`config.mk`:
```
export PLATFORM = sky130hd
export DESIGN_NAME = dsp_mailbox_control_regs
export DESIGN_NICKNAME = d
export VERILOG_FILES = /design/src/rtl/dmcr_pkg.sv /design/src/rtl/dsp_mailbox_control_regs.sv
export SDC_FILE = /design/constraint.sdc
export NUM_CORES = 1
export LEC_CHECK = 0
export ABC_AREA = 0
export BUFFER_PORTS_ARGS = -buffer_cell sky130_fd_sc_hd__buf_2
export CAP_MARGIN = 20
export CORE_MARGIN = 10
export CORE_UTILIZATION = 50
export CTS_BUF_LIST = sky130_fd_sc_hd__clkbuf_4
export DETAILED_ROUTE_END_ITERATION = 16
export GPL_TIMING_DRIVEN = 1
export PLACE_DENSITY_LB_ADDON = 0.12
export SKIP_CTS_REPAIR_TIMING = 1
export SYNTH_ARGS = -nofsm -noshare
export SYNTH_HDL_FRONTEND = slang
export SYNTH_SLANG_ARGS = --single-unit
```
`constraint.sdc`:
```
create_clock -name i_clk -period 5.3 [get_ports i_clk]
set_input_delay 1.06 -clock i_clk [delete_from_list [all_inputs] [get_ports i_clk]]
set_output_delay 1.06 -clock i_clk [all_outputs]
set_load 0.02 [all_outputs]
```
`src/rtl/dmcr_pkg.sv`:
```
// ----------------------------------------------------------------------------
// dmcr_pkg
// Shared codes for the DSP mailbox control register block: halfword
// offsets, control word bits, micro-code modes and mailbox constants.
// ----------------------------------------------------------------------------
package dmcr_pkg;

    // Halfword offsets with special behavior
    localparam logic [4:0] IDX_MBOX_HI    = 5'd0;
    localparam logic [4:0] IDX_MBOX_LO    = 5'd1;
    localparam logic [4:0] IDX_OUTBOX_HI  = 5'd2;
    localparam logic [4:0] IDX_OUTBOX_LO  = 5'd3;
    localparam logic [4:0] IDX_CTRL       = 5'd5;
    localparam logic [4:0] IDX_DMA_CNT_LO = 5'd21;

    // Control word bit masks
    localparam logic [15:0] CR_RES      = 16'h0001;
    localparam logic [15:0] CR_PIINT    = 16'h0002;
    localparam logic [15:0] CR_HALT     = 16'h0004;
    localparam logic [15:0] CR_AIDINT   = 16'h0008;
    localparam logic [15:0] CR_AIDMSK   = 16'h0010;
    localparam logic [15:0] CR_ARINT    = 16'h0020;
    localparam logic [15:0] CR_ARMSK    = 16'h0040;
    localparam logic [15:0] CR_DSPINT   = 16'h0080;
    localparam logic [15:0] CR_DSPMSK   = 16'h0100;
    localparam logic [15:0] CR_INITCODE = 16'h0400;
    localparam logic [15:0] CR_INIT     = 16'h0800;
    localparam logic [15:0] CR_W1C      = CR_AIDINT | CR_ARINT | CR_DSPINT;
    localparam logic [15:0] CR_RESET    = CR_HALT;

    // Mail words
    localparam logic [31:0] MAIL_ROM_READY  = 32'h8071FEED;
    localparam logic [31:0] MAIL_INIT_READY = 32'h80544348;
    localparam logic [31:0] MAIL_MIXER_UP   = 32'hDCD10000;
    localparam logic [31:0] MAIL_CMDLIST_OK = 32'hDCD10002;
    localparam logic [15:0] MAIL_CMDLIST_TAG = 16'hBABE;

    // Boot mail that switches the ROM to mixer mode
    localparam logic [7:0] BOOT_SWITCH_COUNT = 8'd10;
    localparam logic [7:0] BOOT_COUNT_MAX    = 8'd255;

    // Micro-code mode, one-hot
    typedef enum logic [2:0] {
        MODE_ROM   = 3'b001,
        MODE_INIT  = 3'b010,
        MODE_MIXER = 3'b100
    } t_mode;

endpackage

```
`src/rtl/dsp_mailbox_control_regs.sv`:
```
// ----------------------------------------------------------------------------
// dsp_mailbox_control_regs
// Halfword register block of an audio DSP front end: control word,
// inbound mailbox, outbound mail queue, DMA and plain registers.
// ----------------------------------------------------------------------------
// One bus access enters per beat on the slave stream (tuser = 1 for a write,
// 0 for a read) and returns exactly one beat on the master stream carrying
// the read data (zero for writes) and the interrupt line as it stands after
// the access. It sustains one access per clock while results are taken:
// each access is fully decoded and its state updated while it sits in the
// input register, and its result then waits in the result register.
// The input side keeps accepting while a result waits, and stalls only when
// the result register is still full and not being taken. Releasing halt in
// the control word starts the ROM or init micro-code mode, which posts its
// greeting mail; the tenth boot mail moves the ROM to mixer mode. Outbound
// mails queue in OUTBOX_DEPTH entries; a mail posted to a full queue is
// dropped, though its interrupt bit is still raised. Reading the low half of
// the front mail pops it. Offsets without special behavior read back what
// was last written there, all zero after reset.
module dsp_mailbox_control_regs #(
    parameter int OUTBOX_DEPTH = 4
) (
    input  logic        i_clk,
    input  logic        i_rst_n,
    input  logic        i_s_tvalid,
    output logic        o_s_tready,
    input  logic [23:0] i_s_tdata,   // [4:0] halfword_index, [20:5] write_data
    input  logic        i_s_tuser,   // [0] action (1 = write)
    output logic        o_m_tvalid,
    input  logic        i_m_tready,
    output logic [23:0] o_m_tdata    // [15:0] read_data, [16] interrupt
);

    localparam int HW = $clog2(OUTBOX_DEPTH);
    localparam int CW = $clog2(OUTBOX_DEPTH + 1);

    // Input register
    logic        r_in_valid;
    logic        r_in_write;
    logic [4:0]  r_in_idx;
    logic [15:0] r_in_wd;

    // Result register
    logic        r_out_valid;
    logic [15:0] r_out_rd;
    logic        r_out_irq;

    // Block state
    dmcr_pkg::t_mode r_mode, n_mode;
    logic [15:0]     r_cw, n_cw;
    logic [7:0]      r_boot, n_boot;
    logic            r_pend, n_pend;
    logic [31:0]     r_mbox, n_mbox;
    logic [HW-1:0]   r_head, n_head;
    logic [CW-1:0]   r_count, n_count;
    logic [31:0]     r_queue [OUTBOX_DEPTH];
    logic [15:0]     r_regs [32];

    // Per-access decode results
    logic            adv;
    logic            push;
    logic [31:0]     push_mail;
    logic            q_we;
    logic [HW-1:0]   q_slot;
    logic [CW:0]     slot_sum;
    logic            reg_we;
    logic [15:0]     rd;
    logic            irq;
    logic [31:0]     head_mail;
    logic [15:0]     mail_hi;
    logic [7:0]      boot_inc;
    logic [15:0]     keep;

    // Advance when the result register is free or being drained
    assign adv        = r_in_valid && (!r_out_valid || i_m_tready);
    assign o_s_tready = !r_in_valid || adv;
    assign o_m_tvalid = r_out_valid;
    assign o_m_tdata  = {7'd0, r_out_irq, r_out_rd};

    assign head_mail = r_queue[r_head];
    assign mail_hi   = {1'b1, r_mbox[30:16]};
    assign boot_inc  = (r_boot == dmcr_pkg::BOOT_COUNT_MAX) ? r_boot : r_boot + 8'd1;
    assign keep      = r_cw & dmcr_pkg::CR_W1C & ~r_in_wd;

    always_comb begin
        n_cw      = r_cw;
        n_mode    = r_mode;
        n_boot    = r_boot;
        n_pend    = r_pend;
        n_mbox    = r_mbox;
        n_head    = r_head;
        n_count   = r_count;
        push      = 1'b0;
        push_mail = '0;
        reg_we    = 1'b0;
        rd        = '0;
        if (r_in_write) begin
            unique case (r_in_idx)
                dmcr_pkg::IDX_MBOX_HI: begin
                    n_mbox[31:16] = r_in_wd;
                end
                dmcr_pkg::IDX_MBOX_LO: begin
                    // Deliver the mail, then drop the pending flag in bit 31
                    n_mbox = {1'b0, r_mbox[30:16], r_in_wd};
                    if (r_mode == dmcr_pkg::MODE_ROM) begin
                        n_boot = boot_inc;
                        if (boot_inc == dmcr_pkg::BOOT_SWITCH_COUNT) begin
                            n_mode    = dmcr_pkg::MODE_MIXER;
                            n_pend    = 1'b0;
                            push      = 1'b1;
                            push_mail = dmcr_pkg::MAIL_MIXER_UP;
                            n_cw      = n_cw | dmcr_pkg::CR_DSPINT;
                        end
                    end else if (r_mode != dmcr_pkg::MODE_INIT) begin
                        if (r_pend) begin
                            n_pend    = 1'b0;
                            push      = 1'b1;
                            push_mail = dmcr_pkg::MAIL_CMDLIST_OK;
                            n_cw      = n_cw | dmcr_pkg::CR_DSPINT;
                        end else if (mail_hi == dmcr_pkg::MAIL_CMDLIST_TAG) begin
                            n_pend = 1'b1;
                        end
                    end
                end
                dmcr_pkg::IDX_CTRL: begin
                    n_cw = (r_in_wd & ~(dmcr_pkg::CR_W1C | dmcr_pkg::CR_RES
                                        | dmcr_pkg::CR_PIINT)) | keep;
                    if ((r_in_wd & dmcr_pkg::CR_RES) != '0) begin
                        n_mode  = dmcr_pkg::MODE_ROM;
                        n_head  = '0;
                        n_count = '0;
                    end
                    // Init low wins over reset
                    if ((r_in_wd & dmcr_pkg::CR_INIT) == '0) begin
                        n_mode = dmcr_pkg::MODE_INIT;
                        n_cw   = n_cw & ~dmcr_pkg::CR_INITCODE;
                    end
                    // Halt released: start the selected mode
                    if ((r_cw & dmcr_pkg::CR_HALT) != '0
                        && (n_cw & dmcr_pkg::CR_HALT) == '0) begin
                        if (n_mode == dmcr_pkg::MODE_ROM) begin
                            push      = 1'b1;
                            push_mail = dmcr_pkg::MAIL_ROM_READY;
                            n_boot    = '0;
                        end else if (n_mode == dmcr_pkg::MODE_INIT) begin
                            push      = 1'b1;
                            push_mail = dmcr_pkg::MAIL_INIT_READY;
                        end
                    end
                end
                default: begin
                    reg_we = 1'b1;
                    if (r_in_idx == dmcr_pkg::IDX_DMA_CNT_LO) begin
                        n_cw = n_cw | dmcr_pkg::CR_ARINT;
                    end
                end
            endcase
        end else begin
            unique case (r_in_idx)
                dmcr_pkg::IDX_MBOX_HI: rd = r_mbox[31:16];
                dmcr_pkg::IDX_MBOX_LO: rd = r_mbox[15:0];
                dmcr_pkg::IDX_OUTBOX_HI: begin
                    if (r_count != '0) begin
                        rd = {1'b1, head_mail[30:16]};
                    end
                end
                dmcr_pkg::IDX_OUTBOX_LO: begin
                    // Pop the front mail
                    if (r_count != '0) begin
                        rd      = head_mail[15:0];
                        n_head  = (r_head == HW'(OUTBOX_DEPTH - 1)) ? '0 : r_head + HW'(1);
                        n_count = r_count - CW'(1);
                    end
                end
                dmcr_pkg::IDX_CTRL: rd = r_cw;
                default: rd = r_regs[r_in_idx];
            endcase
        end

        // Enqueue behind the (possibly flushed) queue, drop when full
        slot_sum = (CW + 1)'(n_head) + (CW + 1)'(n_count);
        if (slot_sum >= (CW + 1)'(OUTBOX_DEPTH)) begin
            slot_sum = slot_sum - (CW + 1)'(OUTBOX_DEPTH);
        end
        q_slot = slot_sum[HW-1:0];
        q_we   = push && (n_count < CW'(OUTBOX_DEPTH));
        if (q_we) begin
            n_count = n_count + CW'(1);
        end

        irq = ((n_cw & dmcr_pkg::CR_AIDINT) != '0 && (n_cw & dmcr_pkg::CR_AIDMSK) != '0)
           || ((n_cw & dmcr_pkg::CR_ARINT) != '0 && (n_cw & dmcr_pkg::CR_ARMSK) != '0)
           || ((n_cw & dmcr_pkg::CR_DSPINT) != '0 && (n_cw & dmcr_pkg::CR_DSPMSK) != '0);
    end

    // Input register: load a beat whenever the stage is free or advancing
    always_ff @(posedge i_clk) begin
        if (!i_rst_n) begin
            r_in_valid <= 1'b0;
        end else if (o_s_tready) begin
            r_in_valid <= i_s_tvalid;
        end
        if (o_s_tready && i_s_tvalid) begin
            r_in_write <= i_s_tuser;
            r_in_idx   <= i_s_tdata[4:0];
            r_in_wd    <= i_s_tdata[20:5];
        end
    end

    // Result register: hold until taken
    always_ff @(posedge i_clk) begin
        if (!i_rst_n) begin
            r_out_valid <= 1'b0;
        end else if (adv) begin
            r_out_valid <= 1'b1;
        end else if (i_m_tready) begin
            r_out_valid <= 1'b0;
        end
        if (adv) begin
            r_out_rd  <= rd;
            r_out_irq <= irq;
        end
    end

    // Commit the state update of the access in the input register
    always_ff @(posedge i_clk) begin
        if (!i_rst_n) begin
            r_cw    <= dmcr_pkg::CR_RESET;
            r_mode  <= dmcr_pkg::MODE_ROM;
            r_boot  <= '0;
            r_pend  <= 1'b0;
            r_mbox  <= '0;
            r_head  <= '0;
            r_count <= '0;
        end else if (adv) begin
            r_cw    <= n_cw;
            r_mode  <= n_mode;
            r_boot  <= n_boot;
            r_pend  <= n_pend;
            r_mbox  <= n_mbox;
            r_head  <= n_head;
            r_count <= n_count;
        end
    end

    // Outbound mail queue, no reset: entries are read only once written
    always_ff @(posedge i_clk) begin
        if (adv && q_we) begin
            r_queue[q_slot] <= push_mail;
        end
    end

    // DMA and plain registers share one halfword array
    always_ff @(posedge i_clk) begin
        if (!i_rst_n) begin
            for (int i = 0; i < 32; i++) begin
                r_regs[i] <= '0;
            end
        end else if (adv && reg_we) begin
            r_regs[r_in_idx] <= r_in_wd;
        end
    end

endmodule

```
==> run_results.csv, run 1 <==
group,metric,value,unit
pwr,power.share.clock,40.8,%
final_layout,drive_above_1_share,27.7,%
route,met1Wirelength,32000,um
synth,yosysUniqueCellTypes,72,
job,max_cap_viol_count,0,
pwr,swShare,23.6,%
timing,finalCriticalPeriod,3.54,ns
route,finalWirelength,77700,um
timing,rsz0062_at_grt,"false",
pwr,seqPwrFrac,51.1,%
synth,synth_top_family_by_area,"multiplexers",
global_route,antenna_found_initial,3,
clock_tree,clock_latency,1.03,ns
clock_tree,cts_tree,"built",
floorplanning,rows,88,
clock_tree,clock-sinks,651,
clock_tree,clockRootBuffer,"clkbuf_4",
placed_design,place_inst,2699,
global_route,grt_max_degree,65,
synth,yosys_register_bits,651,
synth,synth_top_area_share,59.6,%
synth,synth_compound_gate_area_share,3.68,%
timing,relSlewSlack,27.5,%
final_layout,multiInputGateArea,9770,sq um
timing,finalHoldViolations,0,
synth,synth-simple-area-share,13.9,%
synth,ys_top_cells_by_area,"edfxtp_1 60%, mux4_2 13%, and2_1 9.3%",
route,wire_per_inst,25.8,um
setup_path,startpoint_type,"flop",
placed_design,pre_cts_slack,1.39,ns
final_layout,final_common_cell,"edfxtp_1",
floorplanning,initial_utilization,50.6,%
setup_path,critPathArrivalTime,4.27,ns
run_status,run_status,"complete, no violations",
route,dr_total_vias,17135,
placed_design,hpwl,46500,um
route,wl_met2,38600,um
global_route,gr-total-overflow,0,
global_route,grt_pass1_vias,17600,
floorplanning,die_w,262,um
synth,synth_top_area_cell,"edfxtp_1",
synth,synth_mux_area_share,14.7,%
setup_path,crit_required,6.03,ns
floorplanning,coreArea,57700,sq um
global_route,grtUsageTotal,23.3,%
final_layout,seq_area,18800,sq um
pwr,combPwrFrac,8.0,%
final_layout,final_cell_mix,"579 x edfxtp_1, 436 x and2_1, 266 x clkbuf_4, 167 x mux4_2",
setup_path,worstSetupPathType,"flop to flop",
global_route,grt_pass1_wl,115000,um
hold_path,min-delay-path-class,"input pin to flop",
synth,synth_top_flop_cell,"edfxtp_1",
clock_tree,cts_made_buffers,171,
synth,synth_edf_count,579,
timing,tns,0,ns
floorplanning,ios,55,
floorplanning,die_height,262,um
pwr,switching_power,0.00271,W
synth,synthArstFlopShare,0,%
timing,setup_viol,0,
route,drtIter0Drc,1746,
pwr,ir_worst_vdd,0.248,mV
synth,yosys.area_share.adder,0.257,%
route,highest_layer,"met4",
timing,fmax,282,MHz
route,dr.pass1.iters,5,
floorplanning,die-area,68400,sq um
route,ant_nets,0,
timing,postLayoutSetupSlackWorst,1.76,ns
pwr,intPower,0.00875,W
synth,synth_warnings,0,
route,viasPerCell,5.69,
clock_tree,cts_max_path_buffers,3,
synth,ys_seq_area_share,64.5,%
timing,period_share,66.9,%
timing,maxSlewViolCount,0,
timing,fin_skew,0.0422,ns
final_layout,fin_nets,2151,
placed_design,portBuffers,44,
synth,synth_xor_xnor_area_share,0.180,%
timing,worst_pin_slew,1.09,ns
placed_design,gp_congestion,0.853,
final_layout,syn2layout_area_growth,12.8,%
setup_path,cp_max_fo,16,
setup_path,endpoint_kind,"flop",
synth,syn_area,29200,sq um
clock_tree,cts.reportedPaths.clkPinSlew,0.06,ns
route,route.detailed.drc,0,
route,route.met3.wl,5030,um
clock_tree,cts_max_level,4,
final_layout,final_cells,3013,
pwr,p_per_area,348,nW/um^2
final_layout,fill_cells,4687,
pwr,p_leak,12.0,nW
synth,synthCells,1932,
synth,syn_area_per_cell,15.1,sq um
[flip-flops by register name, summed over array words and instances (netlist names), 2 cells and up, named ones only]
register,cells
r_boot,8
r_count,3
r_cw,14
r_head,2
r_in_idx,5
r_in_wd,16
r_mbox,32
r_mode,3
r_out_rd,16
r_queue,28
r_regs,512
[final cells by class]
cell class	count	share of cell area (%)
clock buffer	263	6.00
tap	765	2.91
antenna	6	0.0456
multi-input combinational	1144	29.7
timing repair buffer	136	2.91
clock inverter	36	1.07
sequential	651	57.2
inverter	12	0.137
[cell usage after synthesis, types with 5 or more instances]
cell and count:
mux4_2 167, and3_1 7, a221oi_1 7, and2_1 436, mux2i_1 46, o21ai_0 42
nor2_1 84, a211oi_1 20, nor2_2 11, buf_4 10, buf_1 12, nand2_1 54
a22o_1 10, a21oi_1 36, nand2b_1 8, mux2_2 6, a31oi_1 7, clkbuf_1 129
dfxtp_1 72, ha_1 6, nand3b_1 5, buf_2 27, nor3_1 43, a222oi_1 5
edfxtp_1 579, nand4b_1 7, nand3_1 15, inv_1 11
[kinds of logic (layout without fill, tap and decap cells)]
| kind of cell | Yosys count | count (layout) |
|---|---|---|
| AO/OA/AOI/OAI | 157 | 157 |
| XOR/XNOR | 6 | 6 |
| adder cells (fa/ha/maj) | 6 | 6 |
| buffers and inverters | 191 | 447 |
| flip-flops | 651 | 651 |
| multiplexers | 219 | 219 |
| other | 1 | 61 |
| AND/OR/NAND/NOR | 701 | 701 |
[through the flow]
step | util (%) | hold slack [ns] | cell area [sq um] | power, W
finish | 57.0 | 0.213 | 32900 | 0.0115
global route | 57.0 | 0.190 | 32900 | 0.0119
CTS | 56.9 | 0.136 | 32800 | 0.0116
detailed placement | 52.8 | 0.439 | 30500 | 0.00689
global placement | 52.8 | 0.438 | 30500 | 0.00687
floorplan | - | 0.426 | 29400 | 0.00650
[path summary, 6_finish.rpt]
kind | from | to | slack, ns | depth (start not counted)
max reg2reg | r_in_idx[2] | r_queue[2][16] | 1.76 | 8
min | i_s_tdata[16] | r_in_wd[11] | 0.21 | 1
max | r_in_idx[2] | r_queue[2][16] | 1.76 | 8
min reg2reg | r_cw[3] | r_cw[3] | 0.45 | 2
[critical path, stage by stage (launching register included)]
cell,delay (ns)
edfxtp_1,0.67
or3_4,0.59
nor4_4,0.46
nor2_1,0.14
a22o_1,0.28
ha_1,0.23
xor2_1,0.18
nor3_1,0.40
clkbuf_4,0.30
[power by group through the flow]
stage	registers [W]	clock network, W	logic [W]
floorplan	0.00592	0	0.000574
global placement	0.00596	0	0.000912
detailed placement	0.00597	0	0.000919
CTS	0.00586	0.00477	0.000920
global route	0.00587	0.00505	0.000960
finish	0.00586	0.00468	0.000920
[layer usage]
metal,up-vias,GRT usage (%)
met3,113,4.12
met5,-,0
met2,638,37.3
met1,8708,31.0
li1,7676,-
met4,0,9.89
Power figures use the tool's default switching activity.
==> run 2: changes to the inputs <==
- ABC_AREA: 0 -> 1
- clock period: 5.3 -> 3.6 ns (I/O delays scaled with it)
==> run_results.csv, run 2 <==
group,metric,value,unit
global_route,grt_pass1_wl,129000,um
timing,finalCriticalPeriod,3.11,ns
pwr,ir_worst_vdd,0.375,mV
route,route.detailed.drc,0,
final_layout,fill_cells,4916,
route,ant_nets,0,
setup_path,path_depth,8,
synth,syn_area,28600,sq um
timing,rsz0062_at_grt,"false",
synth,yosys_register_bits,651,
timing,worst_pin_slew,1.09,ns
route,viasPerCell,5.78,
clock_tree,cts_max_path_buffers,3,
synth,ys_seq_area_share,65.8,%
placed_design,hpwl,52100,um
run_status,run_status,"complete, no violations",
timing,period_share,86.4,%
global_route,grtUsageTotal,25.5,%
setup_path,cpMaxStageDelayCell,"o21ai_0",
floorplanning,die_w,259,um
synth,synth_edf_count,579,
final_layout,drive_above_1_share,17.5,%
pwr,p_leak,12.4,nW
timing,fin_skew,0.0540,ns
floorplanning,ios,55,
synth,synth_top_flop_cell,"edfxtp_1",
final_layout,seq_area,18800,sq um
setup_path,path_cells,"clkinv_2 -> buf_4 -> o21ai_0 -> o22ai_1 -> nor2_1 -> o22ai_1 -> o21ai_0 -> a21oi_1",
route,dr.pass1.iters,8,
synth,netlist_top_cells_count,"773 x nor2_1, 579 x edfxtp_1, 396 x o21ai_0",
hold_path,min-delay-path-class,"input pin to flop",
clock_tree,cts_made_buffers,170,
floorplanning,coreArea,56500,sq um
synth,ys_top_cells_by_area,"edfxtp_1 61%, nor2_1 10%, o21ai_0 6.9%",
job,max_cap_viol_count,0,
floorplanning,die-area,67200,sq um
global_route,gr-total-overflow,0,
setup_path,crit_buf_inv,2,
timing,holdWs,0.120,ns
global_route,grt_max_degree,119,
synth,synth_top_area_share,60.7,%
route,drtIter0Drc,2607,
synth,synth_top_area_cell,"edfxtp_1",
clock_tree,clock_latency,1.02,ns
route,dr_total_vias,22307,
timing,tns,0,ns
setup_path,endpoint_kind,"flop",
timing,relSlewSlack,27.0,%
final_layout,multiInputGateArea,8720,sq um
setup_path,cp_max_fo,25,
timing,finalHoldViolations,0,
floorplanning,die_height,259,um
clock_tree,cts_tree,"built",
setup_path,critPathTopFamily,"compound AO/OA/AOI/OAI gates",
hold_path,hold_depth,3,
floorplanning,rows,87,
clock_tree,cts.reportedPaths.clkPinSlew,0.06,ns
pwr,p_per_area,511,nW/um^2
global_route,grt_pass1_vias,21203,
final_layout,final_common_cell,"nor2_1",
timing,setup_viol,0,
timing,maxSlewViolCount,0,
final_layout,syn2layout_area_growth,13.2,%
setup_path,critPathArrivalTime,3.79,ns
synth,synthArstFlopShare,0,%
synth,synth_warnings,0,
final_layout,reg.largest.list,"r_regs: 512 flops, r_mbox: 32 flops, r_queue: 28 flops",
placed_design,gp_congestion,0.932,
clock_tree,clockRootBuffer,"clkbuf_4",
final_layout,fin_nets,3010,
route,finalWirelength,86500,um
route,wire_per_inst,22.4,um
synth,synthCells,2786,
timing,fmax,321,MHz
setup_path,startpoint_type,"flop",
placed_design,portBuffers,44,
synth,post-synth-top-count-cell,"nor2_1",
setup_path,crit_path_max_incr_delay,0.56,ns
setup_path,worstSetupPathType,"flop to flop",
setup_path,crit_required,4.28,ns
synth,syn_area_per_cell,10.3,sq um
final_layout,largest_reg_flops,512,
final_layout,largest-register,"r_regs",
floorplanning,initial_utilization,50.7,%
clock_tree,clock-sinks,651,
synth,yosysUniqueCellTypes,43,
final_layout,final_cell_mix,"773 x nor2_1, 579 x edfxtp_1, 396 x o21ai_0, 259 x clkbuf_4, 199 x nand2_1",
clock_tree,cts_max_level,4,
global_route,antenna_found_initial,2,
setup_path,rr_worst_depth,8,
==> run 2: report_power, final <==
group / leakage, nW / internal, W / total (W) / switching (W)
registers: 6.48 / 0.00847 / 0.00857 / 0.000106
clock network: 1.26 / 0.00327 / 0.00634 / 0.00307
logic: 4.65 / 0.000423 / 0.00167 / 0.00124
total: 12.4 / 0.0122 / 0.0166 / 0.00442
==> run 2: cell type report <==
cell class,count,area share (%)
Antenna cell,3,0.0232
Clock buffer,259,6.00
Clock inverter,40,0.556
Inverter,96,1.13
Multi-Input combinational cell,1874,26.9
Sequential cell,651,58.1
Tap cell,756,2.92
Timing Repair Buffer,182,4.36
==> run 2: final timing paths <==
path | startpoint | endpoint | slack, ns
setup / recovery | flop | r_out_rd[5] | 0.49
hold / removal | i_s_tvalid | r_in_valid | 0.12
setup reg to reg | flop | r_out_rd[5] | 0.49
hold reg to reg | r_count[1] | r_count[1] | 0.47
==> run 2: cell families (layout without fill, tap and decap cells) <==
family	count (synthesis)	in the layout	synth area share, %
XOR/XNOR	3	3	0.0918
AO/OA/AOI/OAI	678	678	13.1
buffers and inverters	315	577	4.50
adder cells (fa/ha/maj)	6	6	0.262
other	1	58	0.0131
flip-flops	651	651	65.8
AND/OR/NAND/NOR	1132	1132	16.3
==> run 2: through the flow <==
step / power [W] / instance area (sq um) / setup slack [ns] / std cells / util (%)
finish: 0.0166 / 32400 / 0.489 / 3861 / 57.4
global route: 0.0172 / 32400 / 0.298 / 3861 / 57.4
CTS: 0.0166 / 32200 / 0.531 / 3835 / 57.0
detailed placement: 0.0103 / 30100 / 0.425 / 3536 / 53.2
global placement: 0.0103 / 30100 / 0.459 / 3536 / 53.2
floorplan: 0.00964 / 28800 / 0.637 / 2840 / -
==> run 2: worst min-delay path, delay by kind of cell <==
| family | cells | cell delay (ns) |
|---|---|---|
| AO/OA/AOI/OAI | 1 | 0.15 |
| AND/OR/NAND/NOR | 1 | 0.13 |
| buffers and inverters | 1 | 0.07 |
==> run 2: routing by layer <==
layer | wire length (um) | vias up | GRT usage (%)
met5 | 0 | - | 0
met4 | 2790 | 0 | 9.91
met3 | 9560 | 170 | 6.79
met2 | 38600 | 1234 | 37.9
met1 | 35600 | 10754 | 35.2
li1 | - | 10149 | -
